==> src/sv/wildcard_name_matcher_top_macros.svh <==
// ----------------------------------------------------------------------------
// Wildcard name matcher assertion macros
// Concurrent assertion wrappers; they compile away when SYNTHESIS is defined.
// ----------------------------------------------------------------------------
`ifndef WILDCARD_NAME_MATCHER_TOP_MACROS_SVH
`define WILDCARD_NAME_MATCHER_TOP_MACROS_SVH

`ifndef SYNTHESIS

// Checked on every clock edge outside of reset
`define WNM_ASSERT(label, prop) \
	label: assert property (@(posedge clk) disable iff (!arst_n) prop) \
		else $error("wildcard_name_matcher: assertion failed");

// Checked on every clock edge, reset included
`define WNM_ASSERT_ALWAYS(label, prop) \
	label: assert property (@(posedge clk) prop) \
		else $error("wildcard_name_matcher: assertion failed");

`else

`define WNM_ASSERT(label, prop)
`define WNM_ASSERT_ALWAYS(label, prop)

`endif

`endif

==> src/sv/wnm_pkg.sv <==
// ----------------------------------------------------------------------------
// Wildcard name matcher package
// Shared constants and types for the star-only name matcher.
// ----------------------------------------------------------------------------
package wnm_pkg;

	// Pattern store geometry
	localparam int STORE_BYTES     = 16;
	localparam int PATTERN_LEN_DEF = 16;
	localparam int CFG_DATA_W      = 64;
	localparam int CFG_INDEX_W     = 2;

	// Pattern and name positions
	localparam int POS_W      = 5;
	localparam int NAME_POS_W = 8;

	localparam logic [POS_W-1:0]      POS_MAX       = '1;
	localparam logic [NAME_POS_W-1:0] NAME_POS_MAX  = '1;
	localparam logic [NAME_POS_W-1:0] MAX_LEN_RESET = 8'd255;

	// Byte codes
	localparam logic [7:0] STAR_CHAR = 8'h2A;
	localparam logic [7:0] FOLD_MASK = 8'hDF;
	localparam logic [7:0] NUL_CHAR  = 8'h00;

	// Configuration register map
	typedef enum logic [CFG_INDEX_W-1:0] {
		REG_PATTERN_LOW  = 2'd0,
		REG_PATTERN_HIGH = 2'd1,
		REG_CASE_SENS    = 2'd2,
		REG_MAX_LEN      = 2'd3
	} cfg_reg_t;

	typedef logic [STORE_BYTES-1:0][7:0] pattern_t;

endpackage

==> src/sv/wildcard_name_matcher_top.sv <==
// ----------------------------------------------------------------------------
// Wildcard name matcher
// Matches a streamed name, one byte per transaction, against a stored pattern
// where '*' sets a single resume point; a zero byte closes the name.
// ----------------------------------------------------------------------------
//
//  channel   | direction | handshake            | payload
//  ----------+-----------+----------------------+---------------------------
//  name in   | in        | in_valid / in_ready  | name_byte [7:0]
//  result    | out       | out_valid / out_ready| matched
//  config    | in        | cfg_we               | cfg_index [1:0], cfg_data [63:0]
//
// One name byte per cycle. A byte is registered into stage 1, where the
// pattern lookup, star handling and compare update the match state in the
// same cycle; a zero byte loads the result register when it leaves stage 1,
// and the result is offered from that register until it is taken.
// The state update loop (pattern position) sets the rate. A zero byte stalls
// in stage 1 only while the result register is full and not being drained;
// other bytes never stall in stage 1, but wait at the input behind a stalled
// zero byte. Reset clears state and loads register reset values at once.
//
`include "wildcard_name_matcher_top_macros.svh"

module wildcard_name_matcher_top #(
	parameter int PATTERN_LEN = wnm_pkg::PATTERN_LEN_DEF
) (
	input  logic                                  clk,
	input  logic                                  arst_n,
	input  logic                                  in_valid,
	output logic                                  in_ready,
	input  logic [7:0]                            name_byte,
	output logic                                  out_valid,
	input  logic                                  out_ready,
	output logic                                  matched,
	input  logic                                  cfg_we,
	input  logic [wnm_pkg::CFG_INDEX_W-1:0]       cfg_index,
	input  logic [wnm_pkg::CFG_DATA_W-1:0]        cfg_data
);
	import wnm_pkg::*;

	// Configuration registers
	pattern_t              pattern_q;
	logic                  case_sens_q;
	logic [NAME_POS_W-1:0] max_len_q;

	// Stage 1 input register
	logic                  valid_s1;
	logic [7:0]            byte_s1;

	// Match state
	logic [POS_W-1:0]      pat_pos_q;
	logic [POS_W-1:0]      star_pos_q;
	logic [NAME_POS_W-1:0] name_pos_q;
	logic                  saw_q;

	// Result register
	logic                  out_valid_q;
	logic                  matched_q;

	// Stage 1 combinational
	logic                  term_s1;
	logic                  advance_s1;
	logic [7:0]            pb_cur;
	logic [7:0]            pb_next;
	logic                  is_star;
	logic [POS_W-1:0]      pat_pos_a;
	logic [POS_W-1:0]      star_pos_a;
	logic [7:0]            cmp_pat;
	logic [7:0]            cmp_name;
	logic                  hit;
	logic [POS_W-1:0]      pat_pos_n;
	logic [NAME_POS_W-1:0] limit;
	logic                  in_range;
	logic                  match_res;

	// Pattern byte at a position; past the store or the length reads as zero
	function automatic logic [7:0] pat_rd(input pattern_t pat, input logic [POS_W-1:0] idx);
		logic [7:0] r;
		r = NUL_CHAR;
		if (int'(idx) < STORE_BYTES && int'(idx) < PATTERN_LEN)
			r = pat[idx[$clog2(STORE_BYTES)-1:0]];
		return r;
	endfunction

	function automatic logic [POS_W-1:0] pos_inc(input logic [POS_W-1:0] p);
		return (p == POS_MAX) ? POS_MAX : p + 1'b1;
	endfunction

	// Configuration writes
	always_ff @(posedge clk or negedge arst_n) begin
		if (!arst_n) begin
			pattern_q   <= '0;
			case_sens_q <= 1'b0;
			max_len_q   <= MAX_LEN_RESET;
		end else if (cfg_we) begin
			unique case (cfg_reg_t'(cfg_index))
				REG_PATTERN_LOW:  pattern_q[STORE_BYTES/2-1:0] <= cfg_data;
				REG_PATTERN_HIGH: pattern_q[STORE_BYTES-1:STORE_BYTES/2] <= cfg_data;
				REG_CASE_SENS:    case_sens_q <= cfg_data[0];
				REG_MAX_LEN:      max_len_q <= cfg_data[NAME_POS_W-1:0];
				default:          ;
			endcase
		end
	end

	// Handshake: a zero byte needs room in the result register
	assign term_s1    = (byte_s1 == NUL_CHAR);
	assign advance_s1 = valid_s1 && (!term_s1 || !out_valid_q || out_ready);
	assign in_ready   = !valid_s1 || advance_s1;

	// Star handling and compare
	always_comb begin
		pb_cur     = pat_rd(pattern_q, pat_pos_q);
		pb_next    = pat_rd(pattern_q, pos_inc(pat_pos_q));
		is_star    = (pb_cur == STAR_CHAR);
		pat_pos_a  = is_star ? pos_inc(pat_pos_q) : pat_pos_q;
		star_pos_a = is_star ? pat_pos_a : star_pos_q;
		cmp_pat    = is_star ? pb_next : pb_cur;
		cmp_name   = byte_s1;
		if (!case_sens_q) begin
			cmp_pat  = cmp_pat & FOLD_MASK;
			cmp_name = cmp_name & FOLD_MASK;
		end
		hit       = (cmp_pat == cmp_name);
		pat_pos_n = hit ? pos_inc(pat_pos_a) : star_pos_a;
		limit     = (max_len_q == '0) ? NAME_POS_W'(1) : max_len_q;
		in_range  = (name_pos_q < limit);
		match_res = saw_q && (pb_cur == NUL_CHAR);
	end

	// Stage 1 input register
	always_ff @(posedge clk or negedge arst_n) begin
		if (!arst_n) begin
			valid_s1 <= 1'b0;
		end else if (in_ready) begin
			valid_s1 <= in_valid;
		end
	end

	always_ff @(posedge clk) begin
		if (in_ready && in_valid)
			byte_s1 <= name_byte;
	end

	// Match state update
	always_ff @(posedge clk or negedge arst_n) begin
		if (!arst_n) begin
			pat_pos_q  <= '0;
			star_pos_q <= '0;
			name_pos_q <= '0;
			saw_q      <= 1'b0;
		end else if (advance_s1) begin
			if (term_s1) begin
				pat_pos_q  <= '0;
				star_pos_q <= '0;
				name_pos_q <= '0;
				saw_q      <= 1'b0;
			end else if (in_range) begin
				pat_pos_q  <= pat_pos_n;
				star_pos_q <= star_pos_a;
				saw_q      <= 1'b1;
				if (name_pos_q != NAME_POS_MAX)
					name_pos_q <= name_pos_q + 1'b1;
			end
		end
	end

	// Result register
	always_ff @(posedge clk or negedge arst_n) begin
		if (!arst_n) begin
			out_valid_q <= 1'b0;
		end else if (advance_s1 && term_s1) begin
			out_valid_q <= 1'b1;
		end else if (out_ready) begin
			out_valid_q <= 1'b0;
		end
	end

	always_ff @(posedge clk) begin
		if (advance_s1 && term_s1)
			matched_q <= match_res;
	end

	assign out_valid = out_valid_q;
	assign matched   = matched_q;

	// Assertions
	`WNM_ASSERT(a_result_from_term, $rose(out_valid_q) |-> $past(advance_s1 && term_s1))
	`WNM_ASSERT(a_term_clears, (advance_s1 && term_s1) |=> (pat_pos_q == '0 && !saw_q))
	`WNM_ASSERT_ALWAYS(a_resume_behind, star_pos_q <= pat_pos_q)
	`WNM_ASSERT_ALWAYS(a_saw_vs_count, (name_pos_q == '0) == !saw_q)

endmodule

==> config.mk <==
export PLATFORM = sky130hd
export DESIGN_NAME = wildcard_name_matcher_top
export DESIGN_NICKNAME = d
export VERILOG_FILES = /design/src/sv/wnm_pkg.sv /design/src/sv/wildcard_name_matcher_top.sv
export VERILOG_INCLUDE_DIRS = /design/src /design/src/sv
export SDC_FILE = /design/constraint.sdc
export NUM_CORES = 1
export LEC_CHECK = 0
export BUFFER_PORTS_ARGS = -buffer_cell sky130_fd_sc_hd__buf_2
export CORE_MARGIN = 5
export CORE_UTILIZATION = 43
export CTS_BUF_LIST = sky130_fd_sc_hd__clkbuf_2
export CTS_CLUSTER_SIZE = 28
export DETAILED_ROUTE_END_ITERATION = 10
export GPL_TIMING_DRIVEN = 0
export SETUP_SLACK_MARGIN = 0.02
export SLEW_MARGIN = 20
export SYNTH_ARGS = -nofsm -noshare
export SYNTH_HDL_FRONTEND = slang
export SYNTH_SLANG_ARGS = --single-unit
==> constraint.sdc <==
create_clock -name clk -period 4.45 [get_ports clk]
set_input_delay 0.89 -clock clk [delete_from_list [all_inputs] [get_ports clk]]
set_output_delay 0.89 -clock clk [all_outputs]
set_load 0.02 [all_outputs]
# == Word level (Yosys, flattened, before mapping) ==
# Index checks and enable logic that the tools add are counted.
# classes
n_addsub,3
eq_ne,8
magnitude_cmp,5
reduce_logical,23
mux,26
# ops
cell,n
$mux 8,9
$bmux 8 s4,2
$mux 5,9
$logic_not 8->1,3
$mux 6,2
$add 5x1->5 const B,2
$eq 5x5->1 const B,2
$lt 4x5->1 const B,2
$lt 5x5->1 const B,2
$reduce_and 2->1,5
$add 8x1->8 const B,1
$eq 8x6->1 const B,1
$eq 8x8->1,1
$lt 8x8->1,1
$ne 8x8->1 const B,1
$reduce_bool 2->1,3
$eq 2x2->1 const B,2
$logic_and 1x1->1,4
$mux 1,4
$logic_not 1->1,3
$logic_or 1x1->1,3
$reduce_and 3->1,1
$eq 2x1->1 const B,1
$logic_not 2->1,1
# totals
regBits,167
out_inout_bits,3
word_cells,91
in_bits,79

# == Depth between registers and ports, before layout ==
# Gate-level depths: netlist of run 1.
# logic_depth
depth_word,11
mapped_depth,18
depth_no_buf,13

# == Worst setup path before layout of run 1 ==
# OpenSTA, ideal clock, no wires.
# synth_timing
path_type,register to register
from,reg pat_pos_q[2]
to,reg pat_pos_q[0]
period_less_slack_ns,4.243
path_stages_with_launch,14
slack_ns,0.207
arrival_time_ns,4.161
required_ns,4.368
path_cell_list,dfrtp_1 > buf_2 > clkbuf_1 > mux4_2 > nand3_1 > nand3_1 > or3_4 > nor4_4 > a21oi_1 > or4b_1 > a2111o_1 > nor4_4 > mux2_2 > o22ai_1
# synth_via
elab_chain_len,11
# synth_rtl
element,line_no,rtl
start: declaration,wildcard_name_matcher_top.sv:51,logic [POS_W-1:0] pat_pos_q;
start signal: assignment,wildcard_name_matcher_top.sv:159,pat_pos_q <= pat_pos_n;
$add 5x1->5 / $eq 5x5->1 (equally long branches),wildcard_name_matcher_top.sv:86,return (p == POS_MAX) ? POS_MAX : p + 1'b1;
$mux 5,wildcard_name_matcher_top.sv:86,
$bmux 8 s4,wildcard_name_matcher_top.sv:81,r = pat[idx[$clog2(STORE_BYTES)-1:0]];
$mux 8 (implied by the code),wildcard_name_matcher_top.sv:81,
$mux 8,wildcard_name_matcher_top.sv:80,if (int'(idx) < STORE_BYTES && int'(idx) < PATTERN_LEN)
$mux 8,wildcard_name_matcher_top.sv:118,cmp_pat = is_star ? pb_next : pb_cur;
$mux 6,wildcard_name_matcher_top.sv:120,if (!case_sens_q) begin
$eq 8x8->1,wildcard_name_matcher_top.sv:124,hit = (cmp_pat == cmp_name);
$mux 5 (*),wildcard_name_matcher_top.sv:125,pat_pos_n = hit ? pos_inc(pat_pos_a) : star_pos_a;
$mux 5 (*),wildcard_name_matcher_top.sv:158,end else if (in_range) begin
$mux 5 (*),wildcard_name_matcher_top.sv:153,if (term_s1) begin
# Mark *: on every way between the ends. The rest lies on a longest branch, timed or not. The select of a mux whose other input is x is not followed.
# A chain may end at the register's enable or synchronous reset.

# == Final worst setup path of run 1 ==
# layout_timing
from,reg pat_pos_q[0]
to,reg pat_pos_q[1]
# Same word-level chain as after synthesis.

==> metrics, run 1 <==
Non-Filler Instances=1176; die area=0.0247 mm²; layout net count=976; number of synthesized register bits=between 150 and 200; cell area after synthesis=about 0.0093 mm²; Fin. Hold Viols=0; DRT Pass-1 Iters=5; fin crit period=between 4 and 5 ns; HP Class=input pin to register; Worst-path clk slew=approximately 0.25 ns; max_cap viols=0; Die Span X=about 160 µm; Post-DRT Antenna Nets=0; status=finished clean; top-count cell post-synth=dfrtp_1; Syn. warnings=0; Synthesized Nets=868; HPWL Detailed=a little over 20 mm; number of synthesized flops with an enable pin=9; Initial Util=0.440; P_leak=4.32 nW; input/output buffers=81; FILL cells=between 1.5k and 2k; placed cell area=0.0101 mm²; sequential share of the synthesized area=0.455; Tightest Pin Transition=between 1 and 1.5 ns; Worst setup EP type=register; Max VDD drop=~210 µV; unrepaired setup endpoints after global routing=yes; Clock Tree Buf Depth=2; ranking of synthesized cells by area=dfrtp_1, mux2_2, mux4_2; largest net degree at the start of global routing=between 90 and 100; initial antenna violation count=1; CP startpoint kind=register; Worst Path Max Fanout=10; CTS tree=yes; number of global-route vias before repair=between 7k and 8k; Avg Inst Size Synth=11.9 µm²; Initial DRC Count=649; total power=approximately 0.0046 W; Max transition margin=0.288; via count=just over 7k; Primary FF master, synth=dfrtp_1; placed cell count=about 1.1k; Worst-Skew Late Latency=0.78 ns; FP Rows=53; Gate Count Post-Synth=roughly 800; clock skew=0.0381 ns; drt drc=0; H-tree depth=4; pwr dens=about 440 mW/mm²; Yosys top cell area share=0.403; final core occ=0.503; CP Data Required Time=5.16 ns; FMAX=234 MHz; Layout area overhead=14.4%; I/O pin count=82; share of layout cells above drive strength 1=0.402; Max Slew Vio Count=0; Yosys cell types=67; final setup violation count=0; clock sink total=approximately 170; CP arrival=about 5 ns; commonest cells in the netlist=dfrtp_1, mux2_2, nand2_1, nor2_1, clkbuf_1; cell area after layout=about 0.011 mm²; Final GP Congestion=just over 0.9; height of the die=157 µm; Num CTS Buffers=17; via/cell ratio=approximately 6; root buf cell=clkbuf_2; Sum Neg Setup Slack=0 ns; fin crit share=0.962; total grt overflow=0; share of flip-flops with an asynchronous set or reset=0.946; WL final=approximately 28 mm; first-pass GRT wire length=~43 mm; area leader, netlist=dfrtp_1; Crit Path Class=register to register; core area=0.0212 mm²; DR WL/cell=~24 µm; Tot GR Track Use=0.229
[stage by stage]
step / hold WS (ns) / setup WS (ns)
global route: 0.205 / 0.0108
floorplan: 0.446 / 0.207
finish: 0.296 / 0.167
CTS: 0.243 / 0.0210
global placement: 0.465 / -1.05
detailed placement: 0.476 / -0.920
[area by class of cell]
cell class / instances / area [µm²] / area share
sequential: 167 / 4240 / 0.398
clock inverter: 15 / 214 / 0.0201
buffer: 50 / 299 / 0.0281
clock buffer: 17 / 85.1 / 0.00799
timing repair buffer: 92 / 538 / 0.0505
multi-input combinational: 542 / 4860 / 0.457
inverter: 17 / 63.8 / 0.00599
antenna: 1 / 2.50 / 0.000235
tap: 275 / 344 / 0.0323
[state kept, by name, indices dropped and copies added, names as in the netlist]
name,cells
valid_s1,1
pat_pos_q,5
out_valid,1
max_len_q,8
star_pos_q,5
matched,1
case_sens_q,1
saw_q,1
byte_s1,8
pattern_q,128
name_pos_q,8
[worst max-delay path: stages (launching register included)]
cell and delay [ns]:
dfrtp_2 0.48, buf_12 0.17, mux4_2 0.52, a22oi_2 0.21
nand3_2 0.14, or3_4 0.43, nor4_4 0.40, a21oi_1 0.11
or4b_1 0.53, a2111o_1 0.35, nor4_4 0.28, buf_4 0.21
mux2i_1 0.25, a22o_1 0.15
[cells by family (layout without fill, tap and decap cells)]
logic type	after synthesis	after routing	synth area share
compound gates	148	148	0.114
xor+xnor	14	14	0.0132
other cells	0	1	0
fa+ha+maj	10	10	0.0134
simple gates	167	167	0.0898
buf+inv	70	191	0.0331
flops	167	167	0.455
mux	203	203	0.282
[power breakdown]
| group | internal, W | switching [W] |
|---|---|---|
| clock network | 0.000344 | 0.000634 |
| registers | 0.00182 | 0.000262 |
| logic | 0.000788 | 0.000803 |
| total | 0.00295 | 0.00170 |
[cells in the final DEF (no fill, tap or decap), types with 20 or more instances in the layout]
cell type,n
nand2_1,53
mux4_2,33
mux2i_1,28
nor2_1,36
dfrtp_1,148
buf_2,84
mux2_2,140
clkbuf_2,25
clkbuf_1,20
o21ai_0,22
[final timing paths]
kind / start / to / slack, ns / cells past startpoint
setup / recovery: pat_pos_q[0]$_DFFE_PN0P_ / pat_pos_q[1]$_DFFE_PN0P_ / 0.17 / 13
hold / removal: name_byte[1] / byte_s1[1]$_DFFE_PP_ / 0.30 / 1
setup reg to reg: pat_pos_q[0]$_DFFE_PN0P_ / pat_pos_q[1]$_DFFE_PN0P_ / 0.17 / 13
hold reg to reg: saw_q$_DFFE_PN0P_ / saw_q$_DFFE_PN0P_ / 0.53 / 2
max in group asynchronous: arst_n / pattern_q[56]$_DFFE_PN0P_ / 2.97 / 3
min in group asynchronous: arst_n / pattern_q[55]$_DFFE_PN0P_ / 0.61 / 2
[routing by layer]
layer | global-route usage | up-vias | wire length, µm
li1 | - | 3167 | -
met1 | 0.337 | 3632 | 12300
met2 | 0.347 | 296 | 12700
met3 | 0.0484 | 45 | 2240
met4 | 0.0619 | 0 | 743
met5 | 0 | - | 0
[repair_timing]
item                                   CTS  global route
gates cloned                             0             1
gates resized for setup                 14            46
endpoints found under the hold margin   23             0
pin swaps                                3             6
hold buffers                             1             0
setup buffers                            4             4
setup endpoints to repair                5             5
No activity file was read; power rests on OpenSTA's default activity.
==> run 2, diff against run 1 <==
--- a/config.mk
+++ b/config.mk
@@ -9,7 +9,6 @@
 export BUFFER_PORTS_ARGS = -buffer_cell sky130_fd_sc_hd__buf_2
 export CORE_MARGIN = 5
 export CORE_UTILIZATION = 43
-export CTS_BUF_LIST = sky130_fd_sc_hd__clkbuf_2
 export CTS_CLUSTER_SIZE = 28
 export DETAILED_ROUTE_END_ITERATION = 10
 export GPL_TIMING_DRIVEN = 0
==> run 2 against run 1 <==
Clock-buffer cell count is the same. Wire length shrank 0.66%. Cell area grew 2.8%. Worst hold slack gained 0.089 ns. Flip-flop and latch count is the same. Final cell count shrank 0.43%. Clock skew shrank 0.025 ns. Highest routed layer unchanged. Worst setup slack gained 0.018 ns. Sequential share of layout area shrank 1.1 points. First-iteration DRC count shrank 6.5%. Largest power group unchanged. Via count shrank 0.27%. Critical endpoint unchanged. Combinational power is essentially flat.
==> metrics, run 2 (same netlist as run 1, synthesis figures left out) <==
initial antenna violation count=0 (-1); FF-to-FF path depth=14 (+1); FMAX=234 MHz (+0.42%); drt drc=0 (unchanged); total grt overflow=0 (unchanged); core area=0.0212 mm² (unchanged); post-place setup slack=-0.920 ns (unchanged); CP max stage cell=or4b_1; FILL cells=1882 (-1.4%); P_leak=4.44 nW (+2.9%); Clock Tree Buf Depth=2 (unchanged); Worst Path Max Fanout=10 (unchanged); Post-DRT Antenna Nets=0 (unchanged); Worst setup EP type=register; FF-to-FF Start=pat_pos_q[0]$_DFFE_PN0P_; Final GP Congestion=0.913 (unchanged); layout net count=972 (-0.41%); Worst-Skew Late Latency=0.44 ns (-0.34 ns); Fin. Hold Viols=0 (unchanged); R2R Path End=pat_pos_q[1]$_DFFE_PN0P_; largest net degree at the start of global routing=97 (unchanged); FP Rows=53 (unchanged); status=finished clean; max FFs per register=128 (unchanged); Top reg by flops=pattern_q; CP arrival=4.64 ns (-0.35 ns); Die Span X=157 µm (unchanged); DRT Pass-1 Iters=5 (unchanged); Tot GR Track Use=0.231 (+0.00152); fin crit period=4.26 ns (-0.0177 ns); CTS tree=yes; CP startpoint kind=register; number of global-route vias before repair=7091 (+0.33%); input/output buffers=81 (unchanged); fin crit share=0.958 (-0.00398); Max Slew Vio Count=0 (unchanged); final setup violation count=0 (unchanged); hold_ws=0.386 ns (+0.0892 ns); Final WS setup=0.185 ns (+0.0177 ns); I/O pin count=82 (unchanged); crit-path cells=buf_12 -> buf_12 -> mux4_2 -> nand2_1 -> nand3_2 -> or3_4 -> nor4_4 -> a21oi_1 -> or4b_1 -> a2111o_1 -> nor4_4 -> buf_4 -> mux2i_2 -> a22o_1; pwr dens=482 mW/mm² (+10%); Num CTS Buffers=17 (unchanged); most frequent cells in the layout=dfrtp_1, mux2_2, buf_2; most common cell after layout, fill and taps aside=dfrtp_1; root buf cell=clkbuf_16; WL final=27.8 mm (-0.66%); Max VDD drop=260 µV (+22%); Max transition margin=0.290 (+0.00167); # diodes=0 (-1); HPWL Detailed=20.2 mm (unchanged); Tightest Pin Transition=1.07 ns (-0.00251 ns); reg2reg setup slack=0.19 ns (+0.02 ns); via count=7121 (-0.27%); first-pass GRT wire length=42.7 mm (+0.42%); via/cell ratio=6.08 (+0.16%); CP Data Required Time=4.82 ns (-0.34 ns); clock sink total=167 (unchanged); die area=0.0247 mm² (unchanged); height of the die=157 µm (unchanged); max_cap viols=0 (unchanged); Non-Filler Instances=1171 (-0.43%); Layout area overhead=17.6%; H-tree depth=4 (unchanged); Crit Path Class=register to register; share of layout cells above drive strength 1=0.404 (+0.00180); DR WL/cell=23.8 µm (-0.24%); HP Class=input pin to async pin; Initial Util=0.440 (unchanged); Initial DRC Count=607 (-6.5%); clock skew=0.0131 ns (-0.0249 ns); Worst-path clk slew=0.07 ns (-0.18 ns); unrepaired setup endpoints after global routing=no; placed cell count=1136 (unchanged); CP peak stage delay=0.53 ns (about the same)
[run 2: changes by cell type in the layout (fill, tap and decap cells not counted), moves of 2 or more]
cell / change
clkbuf_16: +16
buf_6: +2
buf_8: -2
clkbuf_2: -14
buf_4: -2
[run 2: per-stage QoR]
stage                     utilization  setup TNS, ns  total power (W)  area, µm²
after floorplan                     -              0          0.00312       9310
after global placement          0.475          -4.78          0.00357      10100
after detailed placement        0.478          -4.07          0.00360      10100
after CTS                       0.510              0          0.00523      10800
after global routing            0.518              0          0.00553      10900
final                           0.518              0          0.00528      10900
[run 2: cell type report]
cell class                 count  area, µm²  area share
timing repair buffer          88        488      0.0446
inverter                      17       63.8     0.00583
multi-input combinational    542       4890       0.446
sequential                   167       4240       0.387
buffer                        50        292      0.0266
clock inverter                15        214      0.0195
clock buffer                  17        425      0.0389
tap                          275        344      0.0314
[run 2: where the power goes]
| part | switching (W) | internal [W] |
|---|---|---|
| sequential | 0.000257 | 0.00182 |
| clock | 0.000707 | 0.000913 |
| combinational | 0.000803 | 0.000778 |
| total | 0.00177 | 0.00351 |
[run 2: metal layers]
layer  vias to the layer above  part of all wire  routed length, µm  global-route usage
li1                       3165                 -                  -                   -
met1                      3631              0.45              12600               0.339
met4                         0             0.022                618              0.0647
met5                         -                 0                  0                   0
met3                        41             0.068               1900              0.0426
met2                       284              0.46              12700               0.352
[run 2: repair_timing]
action | CTS | global route
gates resized for setup | 12 | 52
setup buffers | 4 | 2
endpoints found under the setup margin | 5 | 5
hold buffers | 0 | 0
pin swaps | 3 | 5
[run 2: how the worst max path moves through the flow]
stage                                     to  cells past startpoint  slack (ns)                startpoint
global route        pat_pos_q[3]$_DFFE_PN0P_                     16        0.03  pat_pos_q[0]$_DFFE_PN0P_
finish              pat_pos_q[1]$_DFFE_PN0P_                     14        0.19  pat_pos_q[0]$_DFFE_PN0P_
global placement    pat_pos_q[0]$_DFFE_PN0P_                     14       -1.05  pat_pos_q[1]$_DFFE_PN0P_
detailed placement  pat_pos_q[0]$_DFFE_PN0P_                     14       -0.92  pat_pos_q[1]$_DFFE_PN0P_
floorplan           pat_pos_q[0]$_DFFE_PN0P_                     13        0.21  pat_pos_q[2]$_DFFE_PN0P_
CTS                 pat_pos_q[1]$_DFFE_PN0P_                     14        0.03  pat_pos_q[1]$_DFFE_PN0P_
[run 2: critical path, delay by kind of cell (launching register included)]
family	cells	cell delay, ns
AOI/OAI and AO/OA	3	0.61
buffers and inverters	3	0.53
DFF	1	0.41
muxes	2	0.77
and+or+nand+nor	6	1.86
